### src/rtl/assert_macros.svh
// Assertion macros shared by the checksummed frame receiver RTL.
// Needs a clock, and for ASSERT_CLK_RST an active-high reset, passed in by the caller.
`ifndef ASSERT_MACROS_SVH
`define ASSERT_MACROS_SVH

// Check a property at every rising edge, skipped while reset is high.
`define ASSERT_CLK_RST(lbl, clk_sig, rst_sig, prop, msg) \
  lbl: assert property (@(posedge clk_sig) disable iff (rst_sig) (prop)) \
    else $error(msg);

// Check a property at every rising edge, reset included.
`define ASSERT_CLK(lbl, clk_sig, prop, msg) \
  lbl: assert property (@(posedge clk_sig) (prop)) else $error(msg);

`endif

### src/rtl/cfr_pkg.sv
// Package for the checksummed frame receiver: transaction types, codes
// and frame constants. No dependencies.
`default_nettype none

package cfr_pkg;

  localparam int MAX_WORDS = 128;
  localparam int ADDR_W    = $clog2(MAX_WORDS);

  localparam logic [7:0] HDR_FIRST  = 8'hEB;
  localparam logic [7:0] HDR_SECOND = 8'h90;
  localparam logic [7:0] TAIL_BYTE  = 8'hBE;
  localparam logic [7:0] TYPE_MASK  = 8'h01;

  localparam logic CMD_BYTE = 1'b0;
  localparam logic CMD_READ = 1'b1;

  typedef enum logic [1:0] {
    ST_NONE     = 2'd0,
    ST_GOOD     = 2'd1,
    ST_SUM_ERR  = 2'd2,
    ST_TAIL_ERR = 2'd3
  } status_t;

  typedef struct packed {
    logic       command;
    logic [7:0] rx_byte;
    logic [6:0] word_index;
  } cfr_in_t;

  typedef struct packed {
    logic [1:0]  frame_status;
    logic [6:0]  word_count;
    logic        signed_flag;
    logic [15:0] word_value;
  } cfr_out_t;

  // Per-transaction status from the parser.
  typedef struct packed {
    status_t    status;
    logic [6:0] count;
    logic       flag;
  } cfr_meta_t;

  // One byte write into the payload store.
  typedef struct packed {
    logic              wen;
    logic              hi;
    logic [ADDR_W-1:0] addr;
    logic [7:0]        data;
  } cfr_wr_t;

endpackage

`default_nettype wire

### src/rtl/cfr_store.sv
// Payload store: two byte-wide synchronous memories (low and high byte
// of each word), one write and one registered read per cycle. Uses cfr_pkg.
`default_nettype none

module cfr_store (
  input  wire logic                   clk,
  input  wire cfr_pkg::cfr_wr_t       wr,
  input  wire logic                   rd_en,
  input  wire logic [cfr_pkg::ADDR_W-1:0] rd_addr,
  output logic [15:0]                 rd_word
);
  import cfr_pkg::*;

  logic [7:0] mem_lo [MAX_WORDS];
  logic [7:0] mem_hi [MAX_WORDS];
  logic [7:0] rd_lo;
  logic [7:0] rd_hi;

  always_ff @(posedge clk) begin
    if (wr.wen && !wr.hi) begin
      mem_lo[wr.addr] <= wr.data;
    end
    if (rd_en) begin
      rd_lo <= mem_lo[rd_addr];
    end
  end

  always_ff @(posedge clk) begin
    if (wr.wen && wr.hi) begin
      mem_hi[wr.addr] <= wr.data;
    end
    if (rd_en) begin
      rd_hi <= mem_hi[rd_addr];
    end
  end

  assign rd_word = {rd_hi, rd_lo};

endmodule

`default_nettype wire

### src/rtl/cfr_parser.sv
// Frame parser: header hunt, length, payload, checksum and tail phases,
// one byte per cycle while take is high, with a running sum. Uses cfr_pkg.
`default_nettype none

module cfr_parser (
  input  wire logic             clk,
  input  wire logic             rst,
  input  wire logic             take,
  input  wire logic [7:0]       rx_byte,
  output cfr_pkg::cfr_meta_t    meta,
  output cfr_pkg::cfr_wr_t      wr
);
  import cfr_pkg::*;

  typedef enum logic [4:0] {
    PH_HUNT    = 5'b00001,
    PH_LEN     = 5'b00010,
    PH_PAYLOAD = 5'b00100,
    PH_CSUM    = 5'b01000,
    PH_TAIL    = 5'b10000
  } phase_t;

  phase_t     phase, phase_next;
  logic [7:0] pos, pos_next;
  logic [6:0] words, words_next;
  logic       flag, flag_next;
  logic [7:0] sum, sum_next;
  logic [7:0] rsum, rsum_next;
  logic [7:0] pos_inc;
  status_t    status;

  assign pos_inc = pos + 8'd1;

  always_comb begin
    phase_next = phase;
    pos_next   = pos;
    words_next = words;
    flag_next  = flag;
    sum_next   = sum;
    rsum_next  = rsum;
    status     = ST_NONE;
    wr.wen     = 1'b0;
    wr.hi      = pos[0];
    wr.addr    = pos[ADDR_W:1];
    wr.data    = rx_byte;
    if (take) begin
      unique case (phase)
        PH_HUNT: begin
          if (pos == 8'd0) begin
            if (rx_byte == HDR_FIRST) begin
              pos_next = 8'd1;
            end
          end else begin
            // a failed second byte is never taken as a new header start
            pos_next = 8'd0;
            if (rx_byte == HDR_SECOND) begin
              phase_next = PH_LEN;
            end
          end
        end
        PH_LEN: begin
          words_next = rx_byte[7:1];
          flag_next  = |(rx_byte & TYPE_MASK);
          sum_next   = 8'd0;
          pos_next   = 8'd0;
          phase_next = (rx_byte[7:1] == 7'd0) ? PH_CSUM : PH_PAYLOAD;
        end
        PH_PAYLOAD: begin
          wr.wen   = 1'b1;
          sum_next = sum + rx_byte;
          if (pos_inc >= {words, 1'b0}) begin
            pos_next   = 8'd0;
            phase_next = PH_CSUM;
          end else begin
            pos_next = pos_inc;
          end
        end
        PH_CSUM: begin
          rsum_next  = rx_byte;
          phase_next = PH_TAIL;
        end
        PH_TAIL: begin
          if (rx_byte == TAIL_BYTE) begin
            status = (sum == rsum) ? ST_GOOD : ST_SUM_ERR;
          end else begin
            status = ST_TAIL_ERR;
          end
          phase_next = PH_HUNT;
          pos_next   = 8'd0;
        end
        default: begin
          phase_next = PH_HUNT;
          pos_next   = 8'd0;
        end
      endcase
    end
  end

  always_ff @(posedge clk) begin
    if (rst) begin
      phase <= PH_HUNT;
      pos   <= 8'd0;
      words <= 7'd0;
      flag  <= 1'b0;
      sum   <= 8'd0;
      rsum  <= 8'd0;
    end else begin
      phase <= phase_next;
      pos   <= pos_next;
      words <= words_next;
      flag  <= flag_next;
      sum   <= sum_next;
      rsum  <= rsum_next;
    end
  end

  // Report the count and flag as they stand after this byte.
  assign meta.status = status;
  assign meta.count  = words_next;
  assign meta.flag   = flag_next;

endmodule

`default_nettype wire

### src/rtl/checksummed_frame_receiver.sv
// Top level of the checksummed frame receiver: parser, payload store and
// the two-stage result path. Uses cfr_pkg, cfr_parser, cfr_store, assert_macros.svh.
`default_nettype none

// Byte-stream frame receiver. Each input transaction is either a received
// byte (command 0) or a read of a stored payload word (command 1), and each
// gives exactly one result transaction. Frames are 0xEB 0x90, a length byte
// (word count << 1 | signed flag), two bytes per word low byte first, an
// 8-bit additive checksum of the payload, and the tail 0xBE; the tail byte
// reports good frame, checksum error or tail error, every other byte reports
// nothing completed. word_count and signed_flag always show the latest
// length byte, including its effect on the same transaction. The block
// takes one transaction per cycle while item_stall is low; a result passes
// through stage one, which holds the registered read of the payload
// memories, and then the output register. Stage one holds while the
// output is stalled, so one more transaction is taken behind a waiting
// result before item_stall rises. A word read in the cycle right after its
// last byte was written sees the new data, since the write lands at an
// earlier edge than the read. Reading a word that no frame has written
// returns undefined data. No clearing pass runs after reset.
module checksummed_frame_receiver (
  input  wire logic              clk,
  input  wire logic              rst,
  input  wire logic              item_valid,
  output logic                   item_stall,
  input  wire cfr_pkg::cfr_in_t  item,
  output logic                   result_valid,
  input  wire logic              result_stall,
  output cfr_pkg::cfr_out_t      result
);
  import cfr_pkg::*;

  `include "assert_macros.svh"

  logic      accept;
  logic      take;
  logic      rd_en;
  logic      s1_valid;
  logic      s1_adv;
  logic      s1_read;
  cfr_meta_t s1_meta;
  cfr_meta_t meta;
  cfr_wr_t   wr;
  logic [15:0] rd_word;

  // Accept while stage one is empty or moving on this cycle.
  assign s1_adv     = s1_valid && (!result_valid || !result_stall);
  assign item_stall = s1_valid && !s1_adv;
  assign accept     = item_valid && !item_stall;
  assign take       = accept && (item.command == CMD_BYTE);
  assign rd_en      = accept && (item.command == CMD_READ);

  cfr_parser u_parser (
    .clk     (clk),
    .rst     (rst),
    .take    (take),
    .rx_byte (item.rx_byte),
    .meta    (meta),
    .wr      (wr)
  );

  // Read data registers only load on a read, so they hold while stage one stalls.
  cfr_store u_store (
    .clk     (clk),
    .wr      (wr),
    .rd_en   (rd_en),
    .rd_addr (item.word_index[ADDR_W-1:0]),
    .rd_word (rd_word)
  );

  // Stage one: status beside the memory read.
  always_ff @(posedge clk) begin
    if (rst) begin
      s1_valid <= 1'b0;
    end else if (accept) begin
      s1_valid <= 1'b1;
    end else if (s1_adv) begin
      s1_valid <= 1'b0;
    end
  end

  always_ff @(posedge clk) begin
    if (accept) begin
      s1_read <= (item.command == CMD_READ);
      s1_meta <= meta;
    end
  end

  // Output register: advance from stage one, drop when taken.
  always_ff @(posedge clk) begin
    if (rst) begin
      result_valid <= 1'b0;
    end else if (s1_adv) begin
      result_valid <= 1'b1;
    end else if (!result_stall) begin
      result_valid <= 1'b0;
    end
  end

  always_ff @(posedge clk) begin
    if (s1_adv) begin
      result.frame_status <= s1_meta.status;
      result.word_count   <= s1_meta.count;
      result.signed_flag  <= s1_meta.flag;
      result.word_value   <= s1_read ? rd_word : 16'd0;
    end
  end

  `ASSERT_CLK_RST(a_s1_hold, clk, rst, s1_valid && !s1_adv |=> s1_valid && $stable(s1_meta), "stage one lost a stalled transaction")
  `ASSERT_CLK_RST(a_read_no_status, clk, rst, s1_valid && s1_read |-> s1_meta.status == ST_NONE, "read command carries a frame status")
  `ASSERT_CLK_RST(a_stall_full, clk, rst, item_stall |-> s1_valid && result_valid && result_stall, "input stalled with room in the pipeline")
  `ASSERT_CLK(a_no_write_on_read, clk, rd_en |-> !wr.wen, "payload write during a read command")

endmodule

`default_nettype wire

### config.mk
export PLATFORM = sky130hd
export DESIGN_NAME = checksummed_frame_receiver
export DESIGN_NICKNAME = d
export VERILOG_FILES = /design/src/rtl/cfr_pkg.sv /design/src/rtl/cfr_store.sv /design/src/rtl/cfr_parser.sv /design/src/rtl/checksummed_frame_receiver.sv
export VERILOG_INCLUDE_DIRS = /design/src /design/src/rtl
export SDC_FILE = /design/constraint.sdc
export NUM_CORES = 2
export LEC_CHECK = 0
export BUFFER_PORTS_ARGS = -buffer_cell sky130_fd_sc_hd__buf_4
export CORE_UTILIZATION = 63
export CTS_CLUSTER_DIAMETER = 80
export DETAILED_ROUTE_END_ITERATION = 10
export PLACE_DENSITY_LB_ADDON = 0.3
export SYNTH_ARGS = -nofsm -noshare
export SYNTH_HDL_FRONTEND = slang
export SYNTH_HIERARCHICAL = 1
export SYNTH_SLANG_ARGS = --single-unit
### constraint.sdc
create_clock -name clk -period 3.8 [get_ports clk]
set_input_delay 0.19 -clock clk [delete_from_list [all_inputs] [get_ports clk]]
set_output_delay 0.19 -clock clk [all_outputs]
set_load 0.005 [all_outputs]
Word level (Yosys, flattened, before mapping) --
Memories as Yosys holds them, arrays and structs flattened. A register that Yosys moved wholly into a read port is not among the register bits. Index checks and enable logic that the tools add are counted.
Storage, ports and cells: output and inout port bits 28, memories 2, word-level logic and storage cells 85, bits in writable memories 2048, bits in registers 76
Operators by class: muxes and demuxes 26, $lt $le $gt $ge 1, $add $sub $neg 2, reduce and logical (&&, ||, !) cells 22, bitwise operators 2, eq/ne operators 14
Memory list:
- u_store.mem_hi | depth 128, width 8, read ports 1, clocked after memory_dff 1, wr ports 1, line cfr_store.sv:15 | logic [7:0] mem_hi [MAX_WORDS];
- u_store.mem_lo | depth 128, width 8, read ports 1, clocked after memory_dff 1, wr ports 1, line cfr_store.sv:14 | logic [7:0] mem_lo [MAX_WORDS];
Operators with widths (count):
- 8-bit == test (second input constant) | 3
- 8-bit two-way mux | 3
- 8-bit case mux with 3 select lines | 1
- 5-bit case mux with 4 select lines | 1
- 8-bit case mux with 2 select lines | 1
- 5-bit two-way mux | 3
- 7-bit two-way mux | 2
- 1-bit two-way mux | 12
- 8-bit by 1-bit adder with 8-bit output (second input constant) | 1
- 8-bit adder | 1
- 8-bit == test | 1
- 8-bit greater-or-equal comparator | 1
- 8-bit zero test | 1
- 1-bit logical AND | 7
- 7-bit zero test | 1
- 2-bit by 1-bit != test with 1-bit output (second input constant) | 3
- 2-bit AND reduction | 3
- 5-bit by 1-bit == test with 1-bit output (second input constant) | 1
- 5-bit by 2-bit == test with 1-bit output (second input constant) | 1
- 5-bit by 3-bit == test with 1-bit output (second input constant) | 1
- 5-bit by 4-bit == test with 1-bit output (second input constant) | 1
- 5-bit == test (second input constant) | 1
- 1-bit zero test | 5
- 2-bit two-way mux | 2
- 8 further kinds | 10

Longest topological paths before layout --
depth in word-level cells 12, gate-level depth with buffers 10

Cells and area by module --
The synthesis kept the hierarchy.
By module, submodules not included:
- cfr_store | sequential area each 61979.4 um^2, cells an instance 3237, area an instance 79229.7 um^2, times used 1
- cfr_parser | sequential area each 740.7 um^2, cells an instance 290, area an instance 2522.4 um^2, times used 1
- checksummed_frame_receiver | sequential area each 1151.1 um^2, cells an instance 66, area an instance 1331.3 um^2, times used 1

Worst setup path after synthesis --
Ideal clock, no wire load.
path kind register to register, from register result_valid, to memory u_store.mem_lo[21][0] (enable), path slack 0.863 ns, period minus slack after synthesis 2.937 ns, stages on the path, launching flop included 10, data arrival time 2.567 ns, path through dfxtp_1 -> nand3_2 -> inv_1 -> nor3_1 -> nand4_1 -> inv_1 -> nor3b_1 -> nand3_1 -> clkbuf_1 -> nor2_1
RTL lines:
- start: declaration | line checksummed_frame_receiver.sv:27 | output logic result_valid,
- start signal: assignment | line checksummed_frame_receiver.sv:92 | result_valid <= 1'b0;
- start signal: assignment | line checksummed_frame_receiver.sv:94 | result_valid <= 1'b1;
- start signal: assignment | line checksummed_frame_receiver.sv:96 | result_valid <= 1'b0;
- end: declaration | line cfr_store.sv:14

==> reports/metrics.csv <==
metric,value,unit
status,finished clean,
synth_top_area_cell,edfxtp_1,
leakage,0.0301,µW
worst_hold_startpoint,item[9],
grt_max_degree,205,
cp_max_fo,8,
grt_overflow,0,
antenna_found_initial,11,
power,48400,µW
synth_seq_cells,2140,
cts_made_buffers,200,
power_density,512,nW/µm²
slew_headroom,0.178,
yosysSeqAreaShare,0.769,
port_buffers,47,
syn_nets,3630,
cts_tree,yes,
place.detailed.hpwl,117000,µm
critPathLaunch,result_valid,
holdPathStages,1,
yosysWarnings,6,
fin_setup_tns,0,ns
tightest_slew,1.23,ns
vias,41600,
grt_setup_unrepaired,no,
report.final.slew_viol_count,0,
holdCritPathClass,in -> reg,
dieArea,133000,µm²
dieWidth,365,µm
pre_cts_ws,0.420,ns
r2r_start,result_valid,
synthToLayoutAreaGrowth,13.7,%
wl_per_cell,35.8,µm
synth-edff-count,2101,
gp_congestion,0.852,
critPathKind,reg -> reg,
start_kind,register,
die-height,365,µm
end_kind,register,
grt_pass1_vias,42800,
drive_above_1_share,0.337,
core,130000,µm²
drtIter0Drc,6206,
syn-mean-instance-area,23.1,µm²
rows,132,
hold_viol,0,
final_core_util,0.726,
cts_sinks,2140,
antenna_left,0,
final_common_cell,edfxtp_1,
clockBufferDepth,3,
min_period_over_period,0.895,
drt-total-wl,211000,µm
initial_core_util,0.638,
hold_ws,0.0389,ns
routed_via_density,7.04,
grt_first_pass_wirelength,305000,µm
io_pins,48,
setup_viol,0,
synth_cell_types,62,
ir_worst_vdd,321,µV
netlist_area,83100,µm²
fillers,6844,
r2r_slack,0.40,ns
min_period,3.40,ns
first_pass_iters,6,
synth_top_area_frac,0.759,
drc,0,
synthCells,3593,
ys.flop_type,edfxtp_1,
track_usage,0.327,
arrival,3.83,ns
synth_area_leaders,"edfxtp_1, mux4_2, nor2_1",
crit_required,4.23,ns
async_flop_share,0,
htree_levels,4,
clockRootBuffer,clkbuf_16,
drv_cap,0,
clock_latency,0.83,ns
final_cell_mix,"edfxtp_1, mux4_2, buf_4",
clock.fmax,294,MHz
clk_pin_slew_worst_paths,0.06,ns
final_nets,4033,
skew,0.0356,ns
worst_slack,0.397,ns
reg2reg_depth,9,
==> cells by family (layout without fill, tap and decap cells) <==
family,count (synthesis),count (layout),synth area share
AND/OR/NAND/NOR,437,437,0.0239
flip-flops,2140,2140,0.769
other,0,2,0
multiplexers,705,705,0.187
adder cells (fa/ha/maj),17,17,0.00265
XOR/XNOR,17,17,0.00179
buffers and inverters,222,792,0.0116
AO/OA/AOI/OAI,55,55,0.00483
==> worst max-delay path, stage by stage, from the launching register on <==
cell and delay, ns:
dfxtp_1 0.38, nand3_2 0.11, inv_1 0.07, nor3_1 0.18, buf_4 0.21, nand4_1 0.14
inv_1 0.23, and3b_1 0.29, nand2_1 0.43, nor2_1 0.95
==> metal layers <==
metal / vias up / global-route usage / part of all wire
met1: 21800 / 0.443 / 0.34
li1: 16000 / - / -
met4: 16 / 0.134 / 0.043
met2: 3218 / 0.525 / 0.49
met3: 570 / 0.0695 / 0.12
met5: - / 0 / 0.00055
==> through the flow <==
step | cell area, µm² | std cells
after floorplan | 83100 | 3593
after global placement | 87800 | 5525
after detailed placement | 87800 | 5525
after CTS | 94400 | 5905
after global routing | 94400 | 5905
final | 94500 | 5907
==> synthesized netlist by cell type (all sizes together) (2+ instances only) <==
master	instances
a32oi	2
buf	89
a21o	4
nor3b	3
nand4	9
a31oi	8
o21a	3
inv	15
xor2	14
nor2b	18
dfxtp	39
and3b	3
a22oi	4
o311ai	2
and3	6
clkbuf	118
or4	3
nor2	297
mux4	672
edfxtp	2101
ha	16
xnor2	3
a21oi	10
nand3b	6
nand4b	4
nand2	34
a211oi	3
and2	17
o21ai	9
a211o	2
mux2	25
nor4	4
or3	2
a21boi	2
nand3	18
nor3	6
mux2i	8
nand2b	4
==> cell type report <==
cell class | instances | area (µm²) | share of cell area
flip-flops and latches | 2140 | 63900 | 0.676
multi-input cells | 1231 | 18300 | 0.193
clock buffers | 250 | 5330 | 0.0564
inverters | 15 | 56.3 | 0.000596
clock inverters | 119 | 1210 | 0.0128
repair buffers | 408 | 3540 | 0.0375
well taps | 1742 | 2180 | 0.0231
diodes | 2 | 5.00 | 0.0000530
==> where the power goes <==
part	internal [µW]	leakage [µW]	switching, µW
registers	25900	0.0192	34.9
clock network	11500	0.00318	8670
logic	923	0.00765	1310
==> final timing paths <==
path / to
max: u_store/mem_hi[72][5]
min: u_store/mem_hi[106][2]
max reg2reg: u_store/mem_hi[72][5]
min reg2reg: result[18]
==> state kept, by name (all words and copies together), names as in the netlist, 5 cells and up <==
signal and flops:
u_parser/sum 8, u_parser/words 7, u_parser/phase 5, u_parser/rsum 8
u_store/rd_lo 8, u_store/rd_hi 8, s1_meta 10, u_store/mem_hi 1024
result 26, u_store/mem_lo 1024, u_parser/pos 8
==> what timing repair did <==
item	CTS	global route
gates resized for setup	0	0
hold endpoints to repair	246	0
hold buffers	11	0
setup buffers	0	0
Power figures use the tool's default switching activity.
